## config.mk

```make
export PLATFORM = sky130hd
export DESIGN_NAME = bfnp_mac
export DESIGN_NICKNAME = d
export VERILOG_FILES = /design/src/design/bfnp_pkg.sv /design/src/design/bfnp_mac.sv
export SDC_FILE = /design/constraint.sdc
export NUM_CORES = 1
export LEC_CHECK = 0
export BUFFER_PORTS_ARGS = -buffer_cell sky130_fd_sc_hd__buf_4
export CAP_MARGIN = 15
export CORE_MARGIN = 2
export CORE_UTILIZATION = 35
export DETAILED_ROUTE_END_ITERATION = 8
export MAX_ROUTING_LAYER = met4
export PLACE_DENSITY = 0.5
export SLEW_MARGIN = 25
export SYNTH_ARGS = -nofsm -noshare
export SYNTH_HDL_FRONTEND = slang
export SYNTH_SLANG_ARGS = --single-unit
```

## constraint.sdc

```tcl
create_clock -name clock -period 5.9 [get_ports clock]
set_input_delay 1.18 -clock clock [delete_from_list [all_inputs] [get_ports clock]]
set_output_delay 1.18 -clock clock [all_outputs]
set_load 0.02 [all_outputs]
```

## src/design/bfnp_pkg.sv

```systemverilog
`default_nettype none

package bfnp_pkg;

   // request operation codes
   localparam logic OP_ADD   = 1'b0;
   localparam logic OP_QUERY = 1'b1;

   // response status codes
   typedef logic [1:0] status_type;
   localparam status_type ST_FOUND = 2'd0;
   localparam status_type ST_EMPTY = 2'd1;
   localparam status_type ST_FULL  = 2'd2;

   // fixed field widths
   localparam int DIM_REG_W = 5;
   localparam int OUT_IDX_W = 10;

   // control that travels with one scanned coordinate
   typedef struct packed {
      logic valid;
      logic last;
      logic first;
   } tag_type;

endpackage

`default_nettype wire

```

## src/design/bfnp_mac.sv

```systemverilog
`default_nettype none

module bfnp_mac #(
   parameter int CW       = 16,
   parameter int IW       = 10,
   parameter int MAX_DIMS = 16
) (
   input  wire logic                 clock,
   input  wire logic                 reset,
   input  wire bfnp_pkg::tag_type    tag,
   input  wire logic [IW-1:0]        idx,
   input  wire logic signed [CW-1:0] qry_q,
   input  wire logic signed [CW-1:0] rd_q,
   output logic                      busy,
   output logic [IW-1:0]             best_idx
);

   import bfnp_pkg::*;

   localparam int AW = CW + 1;
   localparam int QW = 2 * CW + 2;
   localparam int SW = QW + $clog2(MAX_DIMS + 1);

   tag_type              s1_tag_ff, s2_tag_ff, s3_tag_ff;
   logic [IW-1:0]        s1_idx_ff, s2_idx_ff, s3_idx_ff;
   logic signed [CW-1:0] s1_q_ff;
   logic [AW-1:0]        s2_abs_ff;
   logic [QW-1:0]        s3_sq_ff;
   logic [SW-1:0]        acc_ff, best_ff;
   logic [IW-1:0]        best_idx_ff;

   logic signed [AW-1:0] diff;
   logic [AW-1:0]        abs_in;
   logic [QW-1:0]        sq_in;
   logic [SW-1:0]        sum;

   // absolute difference of stored and query coordinate
   assign diff   = {rd_q[CW-1], rd_q} - {s1_q_ff[CW-1], s1_q_ff};
   assign abs_in = diff[AW-1] ? AW'(-diff) : AW'(diff);

   // square of the difference
   assign sq_in = s2_abs_ff * s2_abs_ff;

   // running distance of the current point
   assign sum = acc_ff + SW'(s3_sq_ff);

   // tag pipeline
   always_ff @(posedge clock) begin
      if (reset) begin
         s1_tag_ff <= '0;
         s2_tag_ff <= '0;
         s3_tag_ff <= '0;
      end else begin
         s1_tag_ff <= tag;
         s2_tag_ff <= s1_tag_ff;
         s3_tag_ff <= s2_tag_ff;
      end
   end

   // data pipeline
   always_ff @(posedge clock) begin
      s1_q_ff   <= qry_q;
      s1_idx_ff <= idx;
      s2_abs_ff <= abs_in;
      s2_idx_ff <= s1_idx_ff;
      s3_sq_ff  <= sq_in;
      s3_idx_ff <= s2_idx_ff;
   end

   // accumulate and keep the first strictly smallest distance
   always_ff @(posedge clock) begin
      if (reset) begin
         acc_ff <= '0;
      end else if (s3_tag_ff.valid) begin
         acc_ff <= s3_tag_ff.last ? '0 : sum;
      end
   end

   always_ff @(posedge clock) begin
      if (s3_tag_ff.valid && s3_tag_ff.last && (s3_tag_ff.first || sum < best_ff)) begin
         best_ff     <= sum;
         best_idx_ff <= s3_idx_ff;
      end
   end

   assign busy     = s1_tag_ff.valid | s2_tag_ff.valid | s3_tag_ff.valid;
   assign best_idx = best_idx_ff;

endmodule

`default_nettype wire

```

Word level (Yosys, flattened, before mapping)
Index checks and enable logic that the tools add are counted.
Widths: inputs -> output; s select.
{ "word_totals": {"register_bits": 194, "inputBits": 47, "output_inout_bits": 11, "wordCells": 31} }
{ "op_classes": {"add_sub_neg": 3, "multipliers": 1, "magnitude_cmp": 1, "n_mux": 2, "n_bitwise": 2, "n_reduce_logical": 3} }
{ "op_table": {"columns": ["operator", "n"], "rows": [
  ["$add 39x34->39", 1],
  ["$lt 39x39->1", 1],
  ["$mux 39", 1],
  ["$mul 17x17->34", 1],
  ["$neg 17->17", 1],
  ["$sub 16x16->17", 1],
  ["$mux 16", 1],
  ["$logic_and 1x1->1", 2],
  ["$or 1x1->1", 2],
  ["$logic_or 1x1->1", 1]
]} }

Logic depth before layout (Yosys ltp)
{ "depth": {"depth_word": 4, "ltp_mapped": 24, "depth_no_buf": 24} }

Worst setup path before layout
No wires, ideal clock.
{ "synth_path": {"kind": "register -> register", "startpoint": "register s2_abs_ff[2]", "endpoint": "register s3_sq_ff[32]", "setup_time_ns": 0.072, "arrival_time_ns": 5.955, "t_required_ns": 5.828, "path_slack_ns": -0.127, "stages_incl_launch_ff": 24, "cell_sequence": "dfxtp_1 -> clkbuf_1 -> nand2_1 -> inv_1 -> fa_1 -> inv_1 -> fa_1 -> fa_1 -> inv_1 -> fa_1 -> fa_1 -> inv_1 -> fa_1 -> inv_1 -> ha_1 -> and2_1 -> a221o_1 -> a21oi_1 -> o221ai_1 -> a31oi_1 -> a21oi_1 -> a211o_1 -> a21oi_1 -> xnor2_1"} }
{ "synth_between": {"elab_chain_cells": 1} }
{ "synth_lines": {"columns": ["element", "line_no", "rtl"], "rows": [
  ["start: declaration", "bfnp_mac.sv:27", "logic [AW-1:0] s2_abs_ff;"],
  ["start signal: assignment", "bfnp_mac.sv:64", "s2_abs_ff <= abs_in;"],
  ["$mul 17x17->34", "bfnp_mac.sv:42", "assign sq_in = s2_abs_ff * s2_abs_ff;"],
  ["named net sq_in[32]", "bfnp_mac.sv:34", "logic [QW-1:0] sq_in;"],
  ["end signal: assignment", "bfnp_mac.sv:66", "s3_sq_ff <= sq_in;"],
  ["end: declaration", "bfnp_mac.sv:28", "logic [QW-1:0] s3_sq_ff;"]
]} }
The timed path passes the listed nets, and every way through them passes these cells.
A chain may end at the register's enable or synchronous reset.

Worst setup path after layout
{ "layout_path": {"startpoint": "register s2_abs_ff[4]", "endpoint": "register s3_sq_ff[32]"} }
The elaborated chain is that of the path after synthesis.

==> summary.txt <==
Worst setup path
  – Arr. time, crit path: 6.11 ns
  – Worst setup SP type: register
  – Reg2Reg Depth: 22
  – Worst Path Max Fanout: 7
  – CP Data Required Time: 6.28 ns
  – Crit Path Class: reg2reg
  – Crit end category: register

Synth
  – Cell taking the most area after synthesis: fa_1
  – Ys flop type: dfxtp_1
  – EDFF count, synth: 49
  – Mean Syn Cell Area: 9.57 um^2
  – Largest cells by area after synthesis: fa_1 (23%), dfxtp_1 (17%), ha_1 (15%)
  – Seq/Total Area, Yosys: 0.255
  – Mapped Nets: 2224
  – Post-synth ARST share: 0
  – Yosys top cell area share: 0.226
  – Post-Synthesis Cells: 1785
  – Yosys warning count: 0
  – Mapped cell area: 0.0171 mm^2
  – Most common cell in the synthesized netlist: inv_1
  – Synth cell types: 76
  – Seq cells post-synth: 193
  – Post-synth top cells: inv_1 (357), ha_1 (199), fa_1 (193)

Timing
  – Final Cycle Share: 0.971
  – Worst-case clock skew: 0.0148 ns
  – Fmax: 174 MHz
  – Fin worst setup slack: 0.169 ns
  – RSZ-0062 raised after global routing: yes
  – Tmin final: 5.73 ns
  – Fin. Hold Viols: 0
  – Worst relative slew slack: 0.305
  – Setup Viol. Count Final: 0
  – Slew @ Worst Pin: 1.04 ns
  – Pins Over Slew Limit: 0

Global routing
  – Largest net degree at the start of global routing: 45
  – First-pass GRT wire length: 60600 um
  – Remaining Overflow, GRT: 0
  – GR Util All Layers: 0.153
  – Vias in the first global route: 12.4k
  – Antenna violations before repair: 0

Route
  – DRT Wirelength: 35700 um
  – Met3 wire length: 843 um
  – Top Layer Used: met4
  – DR pass1 iterations: 4
  – 1st-iter DRT viols: 349
  – Met1 wire length: 17900 um
  – WL met2: 16500 um
  – Post-route DRC: 0
  – Vias/cell: 4.73
  – Via count: 12.1k
  – Avg WL per Cell: 13.9 um
  – ANT nets after route: 0

CTS
  – # H-tree levels: 4
  – CTS buffer count: 17
  – CTS tree: built
  – Post-CTS Hold Fix Bufs: 0
  – Clk_lat worst skew: 0.46 ns
  – Reg clk slew, reported paths: 0.08 ns
  – Clock buffer depth: 2
  – Clock root buffer: clkbuf_16
  – CTS sink cnt: 193

Floorplanning
  – Area of the core: 0.0479 mm^2
  – Die width: 225 um
  – Area of the die: 0.0506 mm^2
  – IO Count: 58
  – Die Ht: 225 um
  – Initial Util: 0.356
  – Row count: 80

Worst hold path
  – Hold Path Cell Cnt: 0
  – HP Class: reg2reg

Cells and area
  – Area delta synth->final: 17.0%
  – N_diodes: 0
  – Layout cells sized above 1: 0.155
  – Fin util: 0.417
  – Final nets: 2369

Place
  – PortBufs: 57
  – Post-DP HPWL: 29200 um
  – Post-Place Worst Slack: -0.143 ns
  – Routability cong.: 0.839

Flow run
  – Maxcap violations: 0

Outcome
  – Status: completed
placed cells by master (no fill, tap or decap), drive strengths merged, types with 14 or more instances in the layout:
cell type  synthesis  final
a22oi             23     23
clkbuf            43     18
and3              17     17
dfxtp            144    144
nand2            133    133
a21o              42     42
inv              357    362
nor2b             20     20
nand3             21     21
o21ai             52     52
a21oi             91     91
xor2              33     33
nand4             19     19
ha               199    199
a31oi             15     15
xnor2             67     67
edfxtp            49     49
nor2              78     78
and2              54     54
nand2b            14     14
buf                1    170
fa               193    193
per-stage QoR:
step | TNS (ns) | hold WS (ns) | std cells | cell area, um^2
floorplan | 0 | 0.310 | 1785 | 17100
global placement | -0.254 | 0.310 | 2517 | 19000
detailed placement | -0.494 | 0.312 | 2517 | 19000
CTS | 0 | 0.323 | 2549 | 19600
global route | -0.0933 | 0.335 | 2558 | 20000
finish | 0 | 0.322 | 2558 | 20000
state kept, by name, indices dropped and copies added, names as in the netlist:
signal,count
acc_ff,39
best_ff,39
s3_sq_ff,33
s2_abs_ff,17
s1_q_ff,16
best_idx,10
s1_idx_ff,10
s2_idx_ff,10
s3_idx_ff,10
s1_tag_ff,3
s2_tag_ff,3
s3_tag_ff,3
final timing paths:
check	from	end	slack, ns
worst min-delay path	s1_idx_ff[3]	s2_idx_ff[3]	0.32
worst max register to register	s2_abs_ff[4]	s3_sq_ff[32]	0.17
worst min register to register	s1_idx_ff[3]	s2_idx_ff[3]	0.32
worst max-delay path	s2_abs_ff[4]	s3_sq_ff[32]	0.17
cell families (layout without fill, tap and decap cells):
logic type	count (synthesis)	in the layout	share of synthesized area
XOR/XNOR	100	100	0.0517
multiplexers	2	2	0.00124
flip-flops	193	193	0.255
buffers and inverters	402	560	0.0884
adder cells (fa/ha/maj)	392	392	0.372
AO/OA/AOI/OAI	302	302	0.118
AND/OR/NAND/NOR	394	394	0.114
layer usage:
metal / GRT usage / up-vias
met5: - / -
met4: 0.0314 / 0
met3: 0.0232 / 26
met2: 0.249 / 122
met1: 0.203 / 5844
li1: - / 6099
layout make-up:
type	count	area (um^2)
multi-input cells	1190	11500
inverters	358	1340
repair buffers	170	1370
flip-flops and latches	193	4400
clock inverters	14	181
well taps	615	769
clock buffers	18	439
fillers	4717	28000
worst max-delay path, cell delays in order, from the launching register on:
cell      delay, ns
dfxtp_4        0.37
buf_4          0.17
and2_4         0.17
fa_2           0.55
inv_1          0.05
fa_2           0.39
fa_1           0.38
inv_2          0.07
fa_1           0.40
fa_1           0.49
inv_1          0.05
fa_1           0.53
inv_1          0.04
ha_1           0.30
and2_4         0.16
a221o_1        0.32
a21oi_2        0.15
o221ai_2       0.16
a31oi_2        0.24
a21oi_2        0.11
a211o_1        0.31
a21oi_2        0.13
xnor2_1        0.12
timing repair:
action | in CTS | in global routing
hold endpoints to repair | 0 | 0
gates resized for setup | 13 | 80
pin swaps | 1 | 62
setup buffers | 0 | 10
setup endpoints to repair | 6 | 13
Power is not shown: default switching activity piles up to over one toggle a cycle in this logic, so the estimate is an artifact.
