`config.mk`:
```
export PLATFORM = sky130hd
export DESIGN_NAME = bfnp_chain
export DESIGN_NICKNAME = d
export VERILOG_FILES = /design/src/design/bfnp_cell.sv /design/src/design/bfnp_chain.sv
export SDC_FILE = /design/constraint.sdc
export NUM_CORES = 1
export LEC_CHECK = 0
export BUFFER_PORTS_ARGS = -buffer_cell sky130_fd_sc_hd__buf_2
export CAP_MARGIN = 25
export CELL_PAD_IN_SITES_DETAIL_PLACEMENT = 1
export CELL_PAD_IN_SITES_GLOBAL_PLACEMENT = 2
export CORE_MARGIN = 8
export CORE_UTILIZATION = 45
export CTS_CLUSTER_SIZE = 20
export DETAILED_ROUTE_END_ITERATION = 8
export GPL_TIMING_DRIVEN = 1
export PLACE_DENSITY = 0.78
export SYNTH_ARGS = -nofsm -noshare
export SYNTH_HDL_FRONTEND = slang
export SYNTH_SLANG_ARGS = --single-unit
```
`constraint.sdc`:
```
create_clock -name clock -period 4 [get_ports clock]
set_input_delay 0.2 -clock clock [delete_from_list [all_inputs] [get_ports clock]]
set_output_delay 0.2 -clock clock [all_outputs]
set_load 0.02 [all_outputs]
```
`src/design/bfnp_cell.sv`:
```
`default_nettype none

module bfnp_cell #(
   parameter int WIDTH = 16
) (
   input  wire logic                    clock,
   input  wire logic                    shift_en,
   input  wire logic                    take_tail,
   input  wire logic signed [WIDTH-1:0] next_q,
   input  wire logic signed [WIDTH-1:0] tail_q,
   output logic signed [WIDTH-1:0]      q
);

   logic signed [WIDTH-1:0] q_ff;
   logic signed [WIDTH-1:0] q_in;

   // the last active cell takes the wrapped or loaded value
   assign q_in = take_tail ? tail_q : next_q;

   always_ff @(posedge clock) begin
      if (shift_en) begin
         q_ff <= q_in;
      end
   end

   assign q = q_ff;

endmodule

`default_nettype wire

```
`src/design/bfnp_chain.sv`:
```
`default_nettype none

module bfnp_chain #(
   parameter int DEPTH = 16,
   parameter int WIDTH = 16,
   parameter int KW    = 4
) (
   input  wire logic                    clock,
   input  wire logic                    shift_en,
   input  wire logic                    load,
   input  wire logic signed [WIDTH-1:0] load_q,
   input  wire logic [KW-1:0]           last_sel,
   output logic signed [WIDTH-1:0]      head_q
);

   logic signed [WIDTH-1:0] cq [DEPTH];
   logic signed [WIDTH-1:0] tail_q;

   // new query coordinates enter at the tail, otherwise the head wraps around
   assign tail_q = load ? load_q : cq[0];
   assign head_q = cq[0];

   for (genvar i = 0; i < DEPTH; i++) begin : g_cell
      if (i == DEPTH - 1) begin : g_end
         bfnp_cell #(.WIDTH(WIDTH)) u_cell (
            .clock     (clock),
            .shift_en  (shift_en),
            .take_tail (1'b1),
            .next_q    (tail_q),
            .tail_q    (tail_q),
            .q         (cq[i])
         );
      end else begin : g_mid
         bfnp_cell #(.WIDTH(WIDTH)) u_cell (
            .clock     (clock),
            .shift_en  (shift_en),
            .take_tail (last_sel == KW'(i)),
            .next_q    (cq[i+1]),
            .tail_q    (tail_q),
            .q         (cq[i])
         );
      end
   end

endmodule

`default_nettype wire

```
## Word level (Yosys, flattened, before mapping)

Cells that the tools add are included.

- Reduce and logical (&&, ||, !) cells: 1
- Equal/unequal tests: 14
- Mux-type cells: 16

Operator list:

| kind | number |
|---|---|
| $mux W16 | 16 |
| $eq A4 B4 Y1 const B | 7 |
| $eq A4 B3 Y1 const B | 4 |
| $eq A4 B2 Y1 const B | 2 |
| $eq A4 B1 Y1 const B | 1 |
| $logic_not A4 Y1 | 1 |

- Flip-flop bits (word level): 256
- Output and inout bits: 16
- Logic and storage cells: 47
- Input bits: 23

## Depth between registers and ports, before layout

Gate-level depths: netlist of the first run.

- Word-level depth: 2
- Depth in mapped cells: 5
- Mapped depth without buffers: 2

## Hierarchy

A second synthesis of the first run with hierarchy kept.

- Cell total of the unflattened synthesis: 582
- Area, all modules: 12111.6 µm²

Modules (own cells, without submodules):

| module | instances | area each (µm²) | cells an instance | sequential area each (µm²) |
|---|---|---|---|---|
| bfnp_cell | 16 | 729.4 | 34 | 480.5 |
| bfnp_chain | 1 | 440.4 | 38 | 0.0 |

## Worst setup path before layout of the first run

No wires, ideal clock.

- Path type: input port to flip-flop
- Start: input last_sel[1]
- End: register g_cell[4].g_mid.u_cell.q_ff[10], data pin
- Setup slack: 2.435 ns
- Data arrival time: 1.305 ns
- Stages on the path: 4
- Required time: 3.740 ns
- Buffers on the path: 2
- Setup time: 0.260 ns
- Cell sequence: buf_6 -> nor4b_4 -> buf_8 -> mux2_4

- Word-level cells in the longest chain between the ends: 2

Ends and longest elaborated chain:

| element | RTL line | RTL |
|---|---|---|
| from (decl) | bfnp_chain.sv:12 | `input wire logic [KW-1:0] last_sel,` |
| $eq A4 B3 Y1 | bfnp_chain.sv:37 | `.take_tail (last_sel == KW'(i)),` |
| $mux W16 | bfnp_cell.sv:18 | `assign q_in = take_tail ? tail_q : next_q;` |
| named net g_cell[4].g_mid.u_cell.q_in[10] | bfnp_cell.sv:15 | `logic signed [WIDTH-1:0] q_in;` |
| to (signal assigned) | bfnp_cell.sv:22 | `q_ff <= q_in;` |
| to (decl) | bfnp_cell.sv:14 | `logic signed [WIDTH-1:0] q_ff;` |

The timed path passes the listed nets, and every way through them passes these cells.
A chain may end at the register's enable or synchronous reset.

## Final worst setup path of the first run

- Start: input last_sel[2]
- End: register g_cell[4].g_mid.u_cell.q_ff[4], data pin

The elaborated chain is that of the path after synthesis.

==> results of run 1 <==
-- critical path, stage by stage --
cell and delay, ps:
buf_2 300, nor4b_4 830, buf_4 350, mux2_2 370
-- worst paths after layout --
kind / to / slack (ps) / depth (start not counted)
min: g_cell[14].g_mid.u_cell.q[4]$_DFFE_PP_ / 160 / 1
min reg2reg: g_cell[1].g_mid.u_cell.q[11]$_DFFE_PP_ / 550 / 1
max: g_cell[4].g_mid.u_cell.q[4]$_DFFE_PP_ / 2220 / 4
max reg2reg: g_cell[14].g_mid.u_cell.q[7]$_DFFE_PP_ / 2550 / 2
-- sequential cells by signal, indices dropped and copies added, names as in the netlist --
| signal | cells |
|---|---|
| g_cell.g_end.u_cell.q | 16 |
| g_cell.g_mid.u_cell.q | 240 |
-- per-layer routing --
| metal | part of all wire | routed length (um) | track usage | vias up |
|---|---|---|---|---|
| li1 | - | - | - | 2319 |
| met4 | 0.018 | 377 | 0.0343 | 0 |
| met1 | 0.47 | 9870 | 0.192 | 2697 |
| met5 | 0 | 0 | 0 | - |
| met2 | 0.47 | 9960 | 0.221 | 98 |
| met3 | 0.046 | 980 | 0.0296 | 32 |
-- cell families after synthesis --
| logic type | count (synthesis) |
|---|---|
| buffers and inverters | 63 |
| DFF | 256 |
| muxes | 256 |
| and+or+nand+nor | 15 |
-- cells in the final DEF, fill, tap and decap left out, types with 2 or more instances in the layout --
cell	count
clkinv_2	3
and4bb_2	6
buf_4	3
buf_8	2
and4b_2	2
edfxtp_1	256
clkbuf_16	27
clkinv_1	8
clkbuf_1	5
mux2_2	236
buf_2	37
and4b_1	2
mux2_4	20
nor4b_4	4
buf_6	3
bufinv_16	6
-- Yosys cell counts, drive strengths merged --
master	count	share of area
nor4	1	0.0019
and4b	4	0.0038
and4bb	6	0.0066
buf	57	0.038
mux2	256	0.26
edfxtp	256	0.68
nor4b	4	0.0084
clkbuf	6	0.0020
-- through the flow --
step	total power (uW)	setup slack [ps]	hold slack (ps)	instance area [sq um]
floorplan	3590	2430	312	11300
global placement	3700	1700	528	11500
detailed placement	3730	1680	535	11600
CTS	6370	2210	193	12500
global route	6510	2140	206	12500
finish	6300	2220	157	12500
-- final cells by class --
| class | count | area share |
|---|---|---|
| sequential | 256 | 0.613 |
| multi-input combinational | 271 | 0.255 |
| timing repair buffer | 47 | 0.0254 |
| clock buffer | 32 | 0.0554 |
| clock inverter | 18 | 0.0187 |
| tap | 330 | 0.0329 |
-- report_power, final --
part	total, uW	switching (uW)	internal (uW)
registers	3230	51.6	3180
clock network	2620	1000	1620
logic	439	232	207
==> results.sh, run 1 <==
export IMPL_critical_path_class="input pin to register"
export IMPL_wl_mm=21.2
export IMPL_n_antenna_cell=0
export IMPL_cp_required_ps=4270
export IMPL_gp_congestion=0.710
export IMPL_startpoint_type="input pin"
export IMPL_initialDrtViolationCount=330
export IMPL_vias_per_cell=5.39
export IMPL_synthXorXnorAreaFrac=0
export IMPL_cts_hold_buf=0
export IMPL_vdd_drop_max_mv=0.280
export IMPL_cts_path_max_buffers=3
export IMPL_rr_startpoint="g_cell[0].g_mid.u_cell.q[7]$_DFFE_PP_"
export IMPL_grt_pass1_vias=5603
export IMPL_cellLeakagePower_uw=0.00424
export IMPL_fmax_ghz=0.562
export IMPL_synth_compound_area_frac=0
export IMPL_numPortBuffers=38
export IMPL_fill_cells=2305
export IMPL_die_w_um=175
export IMPL_setup_viol=0
export IMPL_ant_nets=0
export IMPL_final_nets=626
export IMPL_slew_violations=0
export IMPL_fin_crit_ps=1780
export IMPL_fp_coreArea_sq_mm=0.0250
export IMPL_ioPinCount=39
export IMPL_finalNonFillerCells=954
export IMPL_timing_slew_headroom=0.374
export IMPL_cp_max_fo=15
export IMPL_numCtsBuffers=27
export IMPL_crit_start="last_sel[2]"
export IMPL_track_usage=0.139
export IMPL_synthMuxAreaShare=0.261
export IMPL_worst_setup_path_end_kind="register"
export IMPL_rsz0062_at_grt="no"
export IMPL_grt_pass1_wl_mm=33.6
export IMPL_fin_util=0.502
export IMPL_fin_crit_sh=0.445
export IMPL_die_area_sq_mm=0.0305
export IMPL_overflow=0
export IMPL_synth_top_family_by_area="multiplexers"
export IMPL_clock_sinks=256
export IMPL_synth_simple_area_share=0.0206
export IMPL_start_util=0.454
export IMPL_dp_hpwl_mm=11.9
export IMPL_row_count=58
export IMPL_hp_class="input pin to register"
export IMPL_p_per_area_mw_per_mm2=502
export IMPL_seq_area_frac_synth=0.678
export IMPL_netlist_instances=590
export IMPL_synth_warnings=0
export IMPL_drtPass1Iterations=5
export IMPL_cts_max_level=1
export IMPL_clk_pin_slew_worst_paths_ps=70
export IMPL_synth_cell_types=13
export IMPL_antenna_found_initial=0
export IMPL_synthesis_nets=613
export IMPL_hold_viol=0
export IMPL_syn_cell_area_sq_mm=0.0113
export IMPL_insertion_delay_ps=530
export IMPL_layout_drive_gt1_share=0.566
export IMPL_post_cts_resized=0
export IMPL_placedCellCount=903
export IMPL_tightest_slew_ps=935
export IMPL_multi_input_area_sq_mm=0.00319
export IMPL_synth_seq_cells=256
export IMPL_synth_fa_ha_area_frac=0
export IMPL_vias=5146
export IMPL_setup_tns_ps=0
export IMPL_root_buffer="clkbuf_16"
export IMPL_status="finished, final reports clean"
export IMPL_clock_skew_ps=14.8
export IMPL_cts_tree="yes"
export IMPL_area_growth_pct=10.6
export IMPL_die_h_um=175
export IMPL_synth_area_per_cell_sq_um=19.2
export IMPL_seq_area_sq_mm=0.00769
export IMPL_crit_arrival_ps=2050
export IMPL_post_route_drc_count=0
export IMPL_max_cap_violations=0
export IMPL_worstHoldStart="shift_en"
export IMPL_post_drt_wl_per_cell_um=22.2
export IMPL_grt_max_degree=119
export IMPL_cts_setup_buffers=0
Power figures use the tool's default switching activity.
==> run 2: changes to the inputs <==
==> constraint.sdc (replaced) <==
create_clock -name clock -period 1.8 [get_ports clock]
set_input_delay 0.09 -clock clock [delete_from_list [all_inputs] [get_ports clock]]
set_output_delay 0.09 -clock clock [all_outputs]
set_load 0.02 [all_outputs]
==> results.sh, run 2 (synthesis gave the netlist of run 1 again) <==
export IMPL_rr_startpoint="g_cell[0].g_mid.u_cell.q[7]$_DFFE_PP_"
export IMPL_insertion_delay_ps=530
export IMPL_fmax_ghz=0.703
export IMPL_track_usage=0.145
export IMPL_crit_cells=2
export IMPL_ant_nets=0
export IMPL_cp_required_ps=2070
export IMPL_row_count=58
export IMPL_post_drt_wl_per_cell_um=22.5
export IMPL_crit_family="multiplexers"
export IMPL_initialDrtViolationCount=289
export IMPL_wl_mm=22.0
export IMPL_tightest_slew_ps=541
export IMPL_cellLeakagePower_uw=0.00437
export IMPL_clock_sinks=256
export IMPL_hold_viol=0
export IMPL_gp_congestion=0.717
export IMPL_fp_coreArea_sq_mm=0.0250
export IMPL_grt_pass1_wl_mm=34.8
export IMPL_clock_skew_ps=11.1
export IMPL_rrSetupSlack_ps=380
export IMPL_setup_tns_ps=0
export IMPL_cts_hold_buf=0
export IMPL_final_nets=650
export IMPL_dp_hpwl_mm=12.8
export IMPL_vias_per_cell=5.31
export IMPL_fin_util=0.512
export IMPL_vdd_drop_max_mv=0.795
export IMPL_worstRegToRegCells=2
export IMPL_root_buffer="clkbuf_16"
export IMPL_critical_path_class="register to register"
export IMPL_cp_buffers_inverters=0
export IMPL_startpoint_type="register"
export IMPL_slew_violations=0
export IMPL_worstHoldStart="shift_en"
export IMPL_grt_max_degree=64
export IMPL_die_w_um=175
export IMPL_final_cell_mix="edfxtp_1 (256), mux2_2 (236), buf_2 (37)"
export IMPL_p_per_area_mw_per_mm2=1070
export IMPL_crit_slowest_cell="edfxtp_1"
export IMPL_hold_end="g_cell[12].g_mid.u_cell.q[5]$_DFFE_PP_"
export IMPL_post_route_drc_count=0
export IMPL_layout_drive_gt1_share=0.585
export IMPL_cts_setup_buffers=0
export IMPL_setup_viol=0
export IMPL_clk_pin_slew_worst_paths_ps=60
export IMPL_die_area_sq_mm=0.0305
export IMPL_start_util=0.454
export IMPL_cp_max_fo=16
export IMPL_post_cts_resized=0
export IMPL_vias=5181
export IMPL_crit_arrival_ps=1690
export IMPL_rsz0062_at_grt="no"
export IMPL_drtPass1Iterations=4
export IMPL_max_cap_violations=0
export IMPL_worst_setup_path_end_kind="register"
export IMPL_min_path_cells=1
export IMPL_antenna_found_initial=0
export IMPL_timing_slew_headroom=0.639
export IMPL_cts_tree="yes"
export IMPL_area_growth_pct=12.8
export IMPL_regToRegEndpoint="g_cell[7].g_mid.u_cell.q[7]$_DFFE_PP_"
export IMPL_crit_path_frequent_cell="mux2_2"
export IMPL_numPortBuffers=38
export IMPL_cts_path_max_buffers=3
export IMPL_fin_crit_ps=1420
export IMPL_n_antenna_cell=0
export IMPL_final_common_cell="edfxtp_1"
export IMPL_fin_crit_sh=0.790
export IMPL_die_h_um=175
export IMPL_max_stage_delay_ps=430
export IMPL_critical_path_cell_chain="mux2_2 > mux2_2"
export IMPL_ioPinCount=39
export IMPL_overflow=0
export IMPL_cts_max_level=1
export IMPL_hp_class="input pin to register"
export IMPL_largest_reg_flops=240
export IMPL_grt_pass1_vias=5695
export IMPL_status="finished, final reports clean"
export IMPL_numCtsBuffers=27
==> run 2: changes by cell type in the layout (fill, tap and decap cells not counted), sizes merged <==
cell,change
buf,+24
bufinv,-2
clkbuf,-2
clkinv,+2
clkinvlp,+1
inv,-1
==> run 2: how the worst max path moves through the flow <==
stage,slack [ps],from,endpoint
global placement,260,last_sel[3],g_cell[8].g_mid.u_cell.q[15]$_DFFE_PP_
detailed placement,210,last_sel[2],g_cell[4].g_mid.u_cell.q[0]$_DFFE_PP_
finish,380,g_cell[0].g_mid.u_cell.q[7]$_DFFE_PP_,g_cell[7].g_mid.u_cell.q[7]$_DFFE_PP_
floorplan,340,last_sel[1],g_cell[4].g_mid.u_cell.q[10]$_DFFE_PP_
CTS,370,g_cell[0].g_mid.u_cell.q[7]$_DFFE_PP_,g_cell[7].g_mid.u_cell.q[7]$_DFFE_PP_
global route,340,g_cell[0].g_mid.u_cell.q[7]$_DFFE_PP_,g_cell[7].g_mid.u_cell.q[7]$_DFFE_PP_
==> run 2: worst reg2reg max path: stages (launching register included) <==
cell	delay, ps
edfxtp_1	430
mux2_2	420
mux2_2	320
==> run 2: area by class of cell <==
type / instances / area (sq um)
Fill cell: 2290 / 12200
Tap cell: 330 / 413
Sequential cell: 256 / 7690
Multi-Input combinational cell: 271 / 3190
Clock buffer: 30 / 687
Clock inverter: 18 / 184
Timing Repair Buffer: 71 / 623
==> run 2: power by group <==
part	internal (uW)	switching, uW
logic	503	531
registers	7070	113
clock network	3290	2220
total	10900	2860
==> run 2: metrics by stage <==
step                      hold WS, ps  cells  power (uW)  area [sq um]  setup slack, ps
after floorplan                   202    590        7980         11300              345
after detailed placement          534    928        8350         11900              207
after global routing             43.5    976       14200         12800              342
final                            44.6    976       13700         12800              378
after CTS                        36.5    976       13900         12800              372
after global placement            527    928        8270         11900              261
==> run 2: per-layer routing <==
metal  GRT usage  part of all wire  vias to the layer above
met1       0.199              0.47                     2724
met5           0                 0                        -
met3      0.0276             0.037                       23
met4      0.0268             0.012                        0
li1            -                 -                     2365
met2       0.237              0.48                       69
